`src/rtl/zem_pkg.sv`:
```
// zem_pkg: shared types, constants and helper functions of the euler to rotation matrix core
package zem_pkg;

    localparam int ANGLE_FRAC_BITS = 6;
    localparam int WORK_FRAC = 30;
    localparam int WORK_W = 34;
    localparam int SUM_W = WORK_W + 1;

    localparam longint FULL = 64'sd360 <<< ANGLE_FRAC_BITS;
    localparam longint HALF = 64'sd180 <<< ANGLE_FRAC_BITS;
    localparam longint QUARTER = 64'sd90 <<< ANGLE_FRAC_BITS;
    localparam longint HALF_RND = HALF / 2;
    localparam longint PI_QW = 64'sd3373259426;
    localparam longint PI_Q = PI_QW / HALF;
    localparam longint PI_R = PI_QW % HALF;
    localparam int RECIP_SH = 40;
    localparam longint RECIP = ((64'sd1 <<< RECIP_SH) + HALF - 1) / HALF;
    localparam longint CORDIC_X0 = 64'sd652032874;

    localparam int MAG_W = $clog2(QUARTER + 1);
    localparam int PQ_W = $clog2(QUARTER * PI_Q + 1);
    localparam int XR_W = $clog2(QUARTER * PI_R + HALF / 2 + 1);
    localparam int RECIP_W = $clog2(RECIP + 1);
    localparam int PM_W = XR_W + RECIP_W;
    localparam int Q_W = PM_W - RECIP_SH;
    localparam int RED_W = 18;

    typedef struct packed {
        logic signed [15:0] yaw_deg;
        logic signed [15:0] pitch_deg;
        logic signed [15:0] roll_deg;
    } angles_t;

    typedef struct packed {
        logic signed [15:0] m11;
        logic signed [15:0] m12;
        logic signed [15:0] m13;
        logic signed [15:0] m21;
        logic signed [15:0] m22;
        logic signed [15:0] m23;
        logic signed [15:0] m31;
        logic signed [15:0] m32;
        logic signed [15:0] m33;
    } matrix_t;

    typedef struct packed {
        logic signed [WORK_W-1:0] x;
        logic signed [WORK_W-1:0] y;
        logic signed [WORK_W-1:0] z;
        logic flip;
    } lane_t;

    typedef struct packed {
        logic en;
        logic valid;
    } ctrl_t;

    // shift-subtract quotient of two non-negative constants
    function automatic longint div_const(input longint num, input longint den);
        longint q;
        longint r;
        q = 0;
        r = 0;
        for (int b = 62; b >= 0; b--)
        begin
            r = (r <<< 1) | ((num >>> b) & 64'sd1);
            if (r >= den)
            begin
                r = r - den;
                q = q | (64'sd1 <<< b);
            end
        end
        return q;
    endfunction

    function automatic longint atan_q(input int i);
        longint acc;
        longint t;
        int k;
        acc = 0;
        if (i == 0)
        begin
            acc = ((PI_QW + 2) >>> 2);
        end
        else
        begin
            for (k = 1; i * k <= WORK_FRAC; k += 2)
            begin
                t = div_const(64'sd1 <<< (WORK_FRAC - i * k), longint'(k));
                if (((k >> 1) & 1) != 0)
                    acc = acc - t;
                else
                    acc = acc + t;
            end
        end
        return acc;
    endfunction

    function automatic logic signed [WORK_W-1:0] mulq(input logic signed [WORK_W-1:0] a,
                                                      input logic signed [WORK_W-1:0] b);
        logic signed [2*WORK_W-1:0] p;
        p = a * b + ((2*WORK_W)'(1) <<< (WORK_FRAC - 1));
        return WORK_W'(p >>> WORK_FRAC);
    endfunction

endpackage

```
`src/rtl/zem_cordic_cell.sv`:
```
// zem_cordic_cell: one cordic rotation step for all three angle lanes
module zem_cordic_cell import zem_pkg::*;
#(
    parameter int IDX = 0
)
(
    input  logic          clk,
    input  logic          rst_n,
    input  ctrl_t         ctrl,
    input  lane_t [2:0]   lanes_in,
    output logic          valid,
    output lane_t [2:0]   lanes_out
);

    localparam logic signed [WORK_W-1:0] DA = WORK_W'(atan_q(IDX));

    logic valid_reg;
    lane_t [2:0] lanes_reg;
    lane_t [2:0] lanes_next;

    always_comb
    begin
        logic signed [WORK_W-1:0] dx;
        logic signed [WORK_W-1:0] dy;
        for (int l = 0; l < 3; l++)
        begin
            dx = lanes_in[l].y >>> IDX;
            dy = lanes_in[l].x >>> IDX;
            lanes_next[l].flip = lanes_in[l].flip;
            if (!lanes_in[l].z[WORK_W-1])
            begin
                lanes_next[l].x = lanes_in[l].x - dx;
                lanes_next[l].y = lanes_in[l].y + dy;
                lanes_next[l].z = lanes_in[l].z - DA;
            end
            else
            begin
                lanes_next[l].x = lanes_in[l].x + dx;
                lanes_next[l].y = lanes_in[l].y - dy;
                lanes_next[l].z = lanes_in[l].z + DA;
            end
        end
    end

    always_ff @(posedge clk or negedge rst_n)
    begin
        if (!rst_n)
            valid_reg <= 1'b0;
        else if (ctrl.en)
            valid_reg <= ctrl.valid;
    end

    always_ff @(posedge clk)
    begin
        if (ctrl.en)
            lanes_reg <= lanes_next;
    end

    assign valid = valid_reg;
    assign lanes_out = lanes_reg;

endmodule

```
`config.mk`:
```
export PLATFORM = sky130hd
export DESIGN_NAME = zem_cordic_cell
export DESIGN_NICKNAME = d
export VERILOG_FILES = /design/src/rtl/zem_pkg.sv /design/src/rtl/zem_cordic_cell.sv
export SDC_FILE = /design/constraint.sdc
export NUM_CORES = 1
export LEC_CHECK = 0
export BUFFER_PORTS_ARGS = -buffer_cell sky130_fd_sc_hd__buf_2
export CORE_AREA = 5 5 239 241
export CTS_BUF_LIST = sky130_fd_sc_hd__clkbuf_8
export DETAILED_ROUTE_END_ITERATION = 6
export DIE_AREA = 0 0 244 246
export HOLD_SLACK_MARGIN = 0.05
export PLACE_DENSITY = 0.81
export SLEW_MARGIN = 20
export SYNTH_ARGS = -nofsm -noshare
export SYNTH_HDL_FRONTEND = slang
export SYNTH_SLANG_ARGS = --single-unit
export TNS_END_PERCENT = 1
```
`constraint.sdc`:
```
create_clock -name clk -period 1.4 [get_ports clk]
set_clock_uncertainty 0.15 [all_clocks]
set_input_delay 0.14 -clock clk [delete_from_list [all_inputs] [get_ports clk]]
set_output_delay 0.14 -clock clk [all_outputs]
set_load 0.01 [all_outputs]
```
==> run metrics, run 1 <==
pin count of the biggest net entering global routing=96; Syn Nets=4271; Die Wd=244 um; sequential area share after synthesis=30.1%; Num CTS Buffers=56; first error=[ERROR GRT-0232] Routing congestion too high. Check the congestion heatmap in the GUI.; Tot GR Track Use=85.2%; placed cell area=0.0432 sq mm; initial core utilization=56.0%; status=aborted with a tool error; CTS Sinks=307; Post-synth EDFFs=306; PortBufs=622; chip height=246 um; I/O pin count=623; global route overflow=598; gpl congestion=1.05; Clock Root Buffer=clkbuf_8; number of synthesized register bits=307; Syn Area/Cell=8.61 sq um; Synth Flop Type=edfxtp_1; Yosys top cell area share=30.0%; row cnt=86; Synth warnings=0; Netlist cell types=93; asr flop ratio synth=0.326%; cell taking the most area after synthesis=edfxtp_1; Post-Syn Area=0.0306 sq mm; Mapped Cells=3553; Fail Step=global routing; Synth area leaders=edfxtp_1 30%, ha_1 16%, a21oi_1 7.4%; H-tree depth=2; HPWL after DPL=104 mm; clock buffer depth=3
[cells in the mapped netlist, types with 28 or more instances]
library cell / number
nand3_1: 59
inv_1: 327
nor2_1: 312
xnor2_1: 220
nor3_1: 56
ha_1: 393
o21bai_1: 88
nor4_1: 28
nand4_1: 32
a211oi_1: 37
edfxtp_1: 306
nand2_1: 180
buf_2: 32
clkbuf_1: 82
a21o_1: 104
a31oi_1: 36
mux2i_1: 39
a21oi_1: 450
nor2b_1: 49
o21ai_0: 219
xor2_1: 61
o21a_1: 31
nand2b_1: 40
[what timing repair did]
item | CTS
hold endpoints to repair | 516
hold buffers | 196
gates resized for setup | 400
pin swaps | 118
setup endpoints to repair | 567
buffers inserted | 12
[kinds of logic after synthesis]
kind of cell | synth area share (%)
XOR/XNOR | 8.04
flip-flops | 30.1
buffers and inverters | 6.11
AND/OR/NAND/NOR | 13.0
AO/OA/AOI/OAI | 24.6
multiplexers | 1.31
adder cells (fa/ha/maj) | 16.9
[routing by layer]
layer	GRT usage, %	GRT overflow
met5	61.6	7
met4	81.2	199
met3	80.4	87
met2	94.5	236
met1	84.2	69
[through the flow]
stage	worst slack (ns)	instances
after floorplan	-1.50	3553
after global placement	-1.96	5934
after detailed placement	-2.11	5934
after CTS	-1.18	6241
==> run 2, diff against run 1 <==
--- a/config.mk
+++ b/config.mk
@@ -6,12 +6,10 @@
 export NUM_CORES = 1
 export LEC_CHECK = 0
 export BUFFER_PORTS_ARGS = -buffer_cell sky130_fd_sc_hd__buf_2
-export CORE_AREA = 5 5 239 241
-export CTS_BUF_LIST = sky130_fd_sc_hd__clkbuf_8
+export CORE_MARGIN = 5
+export CORE_UTILIZATION = 40
 export DETAILED_ROUTE_END_ITERATION = 6
-export DIE_AREA = 0 0 244 246
-export HOLD_SLACK_MARGIN = 0.05
-export PLACE_DENSITY = 0.81
+export PLACE_DENSITY_LB_ADDON = 0.15
 export SLEW_MARGIN = 20
 export SYNTH_ARGS = -nofsm -noshare
 export SYNTH_HDL_FRONTEND = slang
==> run 2 against run 1 <==
  * The flow now finishes, with violations (hold timing, setup timing)
  * Synthesized cell count did not move
  * Synthesized area unchanged
==> run metrics, run 2 <==
commonest cells in the netlist=450 x a21oi_1, 393 x ha_1, 327 x inv_1; status=finished with violations; CTS tree=built; Yosys top cell area share=30.0%; Leakage=23.2 nW; pre-CTS WS=-2.23 ns; critical path endpoint category=flop; WP data required=1.66 ns; CTS Sinks=307; Peak VDD IR=1.12 mV; Post-synth EDFFs=306; Synth Flop Type=edfxtp_1; met1 Track Usage GR=35.3%; Pwr per Cell Area=887 mW/mm^2; vias in the first global route=33800; number of synthesized register bits=307; Worst path most repeated cell=o21ai_4; vias per cell=5.23; Layout Nets=6148; placed cell area=0.0439 sq mm; max reg flops=306; met2 GRT Util=49.8%; cell taking the most area after synthesis=edfxtp_1; asr flop ratio synth=0.326%; synth-to-layout area growth=60.9%; worst hold path class=in -> reg; GR Util met3=6.18%; RSZ-0062 raised after global routing=yes; global route overflow=0; H-tree depth=2; Hold Path Sink=lanes_out[208]$_DFFE_PP_; chip height=287 um; WS Path Type=in -> reg; Hold Vio Cnt, Final=4; Synth warnings=0; setup slack, reg-to-reg=0.50 ns; Arrival @ worst endpoint=2.92 ns; gpl congestion=0.974; Netlist cell types=93; I/O pin count=623; Core ar.=0.0759 sq mm; setup ws final=-1.26 ns; Worst-Skew Late Latency=0.59 ns; Setup TNS=-185.96 ns; hold slack=-0.0771 ns; Largest stage delay, worst path=0.47 ns; sequential area share after synthesis=30.1%; final number of setup-violating endpoints=373; fmax=376 MHz; PortBufs=622; most common cell in the synthesized netlist=a21oi_1; clock buffer depth=3; most common cell after layout, fill and taps aside=buf_4; Syn Area/Cell=8.61 sq um; HP Start=lanes_in[240]; Worst Max-Slew Pin Slew=0.947 ns; global-route wire length before repair=188 mm; worst reg2reg path depth=1; failing checks=hold timing, setup timing; Syn Nets=4271; critical path peak fanout=3; Routed WL per cell=19.3 um; HPWL after DPL=101 mm; GRT busiest layer=met2; Tcrit/Tclk final=190%; r2r startpoint=valid$_DFFE_PN0P_; layout cells sized above 1=43.7%; Synth area leaders=edfxtp_1 30%, ha_1 16%, a21oi_1 7.4%; CTS clock-pin slew for the worst setup and hold paths=0.06 ns; Post-Syn Area=0.0306 sq mm; Num CTS Buffers=39; row cnt=101; Mapped Cells=3553; crit path cell chain=clkbuf_4 -> ha_4 -> inv_4 -> buf_4 -> a221oi_4 -> a2111oi_4 -> o21ai_4 -> o21ai_4 -> a31oi_4 -> buf_6 -> o41a_1 -> nor3_4 -> nor3_2 -> nor4_2; Clock Root Buffer=clkbuf_16; Design Area, Final=0.0492 sq mm; Tot GR Track Use=28.7%; Starting DRT DRC Count=2194; initial core utilization=40.3%; Die Wd=287 um; drt first pass iters=6; initial antenna violation count=40; worst r2r dst=valid$_DFFE_PN0P_; Max Cap Violations=0; Critical Path Start Type=input pin; Slew headroom=36.9%; DRT antenna net count=0; pin count of the biggest net entering global routing=85; die area=0.0821 sq mm; drt drc=0; most frequent cells in the layout=1240 x buf_4, 588 x buf_2, 383 x a21oi_1; DRT Wirelength=126 mm; fin. max-slew vios=0; worst hold path stage count=3; via count=34000; min Tclk post-route=2.66 ns; CP max-delay cell=o41a_1
==> run 2: cell counts after synthesis <==
No cell type changed its count.
==> run 2: cells by family (layout without fill, tap and decap cells) <==
kind of cell	Yosys count	count (layout)	share of synthesized area (%)
xor+xnor	281	281	8.04
compound gates	1194	1194	24.6
fa+ha+maj	405	405	16.9
other cells	0	24	0
buf+inv	483	2390	6.11
mux	40	40	1.31
flops	307	307	30.1
simple gates	843	843	13.0
==> run 2: worst max path at each step <==
stage / from / end
after floorplan: lanes_in[241] / lanes_out[307]$_DFFE_PP_
after CTS: lanes_in[275] / lanes_out[267]$_DFFE_PP_
final: lanes_in[178] / lanes_out[169]$_DFFE_PP_
after global routing: lanes_in[156] / lanes_out[169]$_DFFE_PP_
after global placement: lanes_in[138] / lanes_out[170]$_DFFE_PP_
after detailed placement: lanes_in[138] / lanes_out[202]$_DFFE_PP_
==> run 2: cell type report <==
| cell class | count | area [sq um] |
|---|---|---|
| Fill cell | 6442 | 26700 |
| Multi-Input combinational cell | 2763 | 22000 |
| Timing Repair Buffer | 1978 | 14000 |
| Sequential cell | 307 | 9210 |
| Inverter | 341 | 1330 |
| Tap cell | 1030 | 1290 |
| Clock buffer | 44 | 995 |
| Clock inverter | 27 | 310 |
| Antenna cell | 24 | 60.1 |
==> run 2: critical path, delay by kind of cell <==
kind,cells,cell delay (ns)
AO/OA/AOI/OAI,6,1.43
adder cells (fa/ha/maj),1,0.27
buffers and inverters,4,0.48
AND/OR/NAND/NOR,3,0.58
==> run 2: stage by stage <==
step / util, % / power (W) / hold WS (ns) / std cells
after global placement: 57.8 / 0.0309 / -0.235 / 6299
after global routing: 64.8 / 0.0460 / -0.0757 / 6507
after floorplan: - / 0.0215 / -0.306 / 3553
after detailed placement: 57.8 / 0.0310 / -0.234 / 6299
final: 64.8 / 0.0437 / -0.0771 / 6514
after CTS: 63.2 / 0.0431 / -0.123 / 6464
==> run 2: layer usage <==
metal  up-vias  wire (um)  part of all wire (%)
met3       250       9230                   7.3
met1     16100      51000                    41
met2      1118      60600                    48
met4        22       4580                   3.7
met5         -        150                  0.12
li1      16600          -                     -
==> run 2: timing repair <==
item,CTS,global route
pin swaps,137,93
hold buffers,72,3
buffers inserted,25,26
hold endpoints to repair,164,7
cloned,0,1
resized for setup,428,188
endpoints found under the setup margin,536,565
==> run 2: power breakdown <==
group | switching (W) | internal, W
sequential | 0.000550 | 0.0122
clock | 0.00441 | 0.00611
combinational | 0.0106 | 0.00980
(Power assumes the default switching activity.)
==> run 3, diff against run 2 <==
==> constraint.sdc (replaced) <==
create_clock -name clk -period 2.6 [get_ports clk]
set_clock_uncertainty 0.15 [all_clocks]
set_input_delay 0.26 -clock clk [delete_from_list [all_inputs] [get_ports clk]]
set_output_delay 0.26 -clock clk [all_outputs]
set_load 0.01 [all_outputs]
==> run 3 against run 2 <==
  * The flow finishes with violations (setup timing)
  * Utilization fell by 4.1 points
  * Die area did not move
  * Sequential power fell by 46%
  * Global-route usage fell by 0.41 points
  * Sequential share of layout area rose by 1.3 points
  * Critical endpoint is now lanes_out[274]$_DFFE_PP_
  * First-iteration DRC count rose by 6.2%
  * Via count fell by 3.4%
  * Design area fell by 6.3%
  * Cell count fell by 4.1%
==> run metrics, run 3 (synthesized netlist as in run 2, its figures left out) <==
CP Buf/Inv Count=2; Largest stage delay, worst path=0.46 ns; delay-heaviest family, CP=compound AO/OA/AOI/OAI gates; drt first pass iters=5; WP data required=2.79 ns; Arrival @ worst endpoint=2.94 ns; min Tclk post-route=2.75 ns; gpl congestion=0.947; initial core utilization=40.3%; GRT busiest layer=met2; Core ar.=0.0759 sq mm; Pwr per Cell Area=505 mW/mm^2; worst hold path class=in -> reg; Worst-Skew Late Latency=0.58 ns; clock buffer depth=3; most common cell after layout, fill and taps aside=buf_4; CP max-delay cell=ha_1; CTS Sinks=307; multi-input gate area in the final layout=0.0212 sq mm; Die Wd=287 um; worst reg2reg path depth=1; Layout Nets=5889; setup slack, reg-to-reg=1.70 ns; chip height=287 um; Hold Vio Cnt, Final=0; CTS clock-pin slew for the worst setup and hold paths=0.06 ns; synth-to-layout area growth=50.7%; global route overflow=0; register area=0.00921 sq mm; Power, Total=0.0233 W; Peak VDD IR=0.457 mV; Leakage=21.8 nW; WS Path Type=in -> reg; final number of setup-violating endpoints=30; HPWL after DPL=101 mm; PortBufs=622; worst r2r dst=valid$_DFFE_PN0P_; Worst Max-Slew Pin Slew=1.04 ns; Starting DRT DRC Count=2331; vias in the first global route=32100; Worst setup startpoint=lanes_in[248]; met1 Track Usage GR=36.5%; drt drc=0; pre-CTS WS=-1.01 ns; Tot GR Track Use=28.3%; DRT antenna net count=0; r2r startpoint=valid$_DFFE_PN0P_; Slew headroom=30.7%; fillcell total=6905; initial antenna violation count=34; DRT Wirelength=124 mm; I/O pin count=623; row cnt=101; worst setup path endpoint=lanes_out[274]$_DFFE_PP_; die area=0.0821 sq mm; Routed WL per cell=19.8 um; CTS tree=built; placed cell area=0.0424 sq mm; status=finished with violations; layout cells sized above 1=39.6%; fmax=364 MHz; global-route wire length before repair=183 mm; Setup TNS=-1.82 ns; RSZ-0062 raised after global routing=yes; pin count of the biggest net entering global routing=79; Design Area, Final=0.0461 sq mm; critical path peak fanout=6; Levels on crit path=13; via count=32900; GR Util met3=6.42%; H-tree depth=2; met2 GRT Util=47.2%; vias per cell=5.26; max reg flops=306; crit path cell chain=buf_2 -> inv_1 -> ha_1 -> nand2_2 -> o21ai_0 -> a21boi_1 -> o2bb2ai_1 -> o21ai_2 -> o21ai_1 -> a2111o_1 -> a221oi_2 -> nor2_1 -> xnor2_1; most frequent cells in the layout=1060 x buf_4, 609 x buf_2, 407 x a21oi_1; setup ws final=-0.151 ns; Critical Path Start Type=input pin; Max Cap Violations=0; Num CTS Buffers=41; failing checks=setup timing; Clock Root Buffer=clkbuf_16; critical path endpoint category=flop; fin. max-slew vios=0; Tcrit/Tclk final=106%
[run 3: how the worst min path moves through the flow]
stage | startpoint | to | slack [ns] | cells past startpoint
6_report | lanes_in[2] | lanes_out[2]$_DFFE_PP_ | 0.05 | 4
5_1_grt | lanes_in[68] | lanes_out[68]$_DFFE_PP_ | 0.03 | 3
4_1_cts | lanes_in[68] | lanes_out[102]$_DFFE_PP_ | 0.01 | 3
3_5_place_dp | rst_n | valid$_DFFE_PN0P_ | -0.11 | 1
3_3_place_gp | rst_n | valid$_DFFE_PN0P_ | -0.11 | 1
2_1_floorplan | rst_n | valid$_DFFE_PN0P_ | -0.19 | 0
[run 3: stage by stage]
step | utilization (%) | hold WS (ns) | cells
2_1_floorplan | - | -0.186 | 3553
3_3_place_gp | 55.8 | -0.115 | 6100
4_1_cts | 59.3 | 0.0101 | 6221
6_report | 60.7 | 0.0522 | 6249
3_5_place_dp | 55.8 | -0.111 | 6100
5_1_grt | 60.7 | 0.0316 | 6241
[run 3: final cells by class]
type                    instances  share of cell area, %
diodes                         18                 0.0977
multi-input cells            2763                   46.0
clock inverters                19                  0.765
inverters                     341                   2.80
flip-flops and latches        307                   20.0
well taps                    1030                   2.80
clock buffers                  54                   2.37
repair buffers               1717                   25.2
[run 3: power breakdown]
group / internal, W / switching, W
clock network: 0.00379 / 0.00246
logic: 0.00471 / 0.00542
registers: 0.00659 / 0.000327
total: 0.0151 / 0.00822
[run 3: timing repair]
item                                   in CTS  in global routing
setup endpoints to repair                  90                117
pin swaps                                  82                 95
hold buffers                               23                  0
buffers inserted                           26                 12
cloned                                      0                  0
gates resized for setup                   175                197
endpoints found under the hold margin      46                  0
[run 3: layer usage]
layer / vias to the layer above / wire, um
met5: - / 82
met4: 14 / 4230
met3: 223 / 9900
met2: 1178 / 57800
met1: 15400 / 51700
li1: 16000 / -
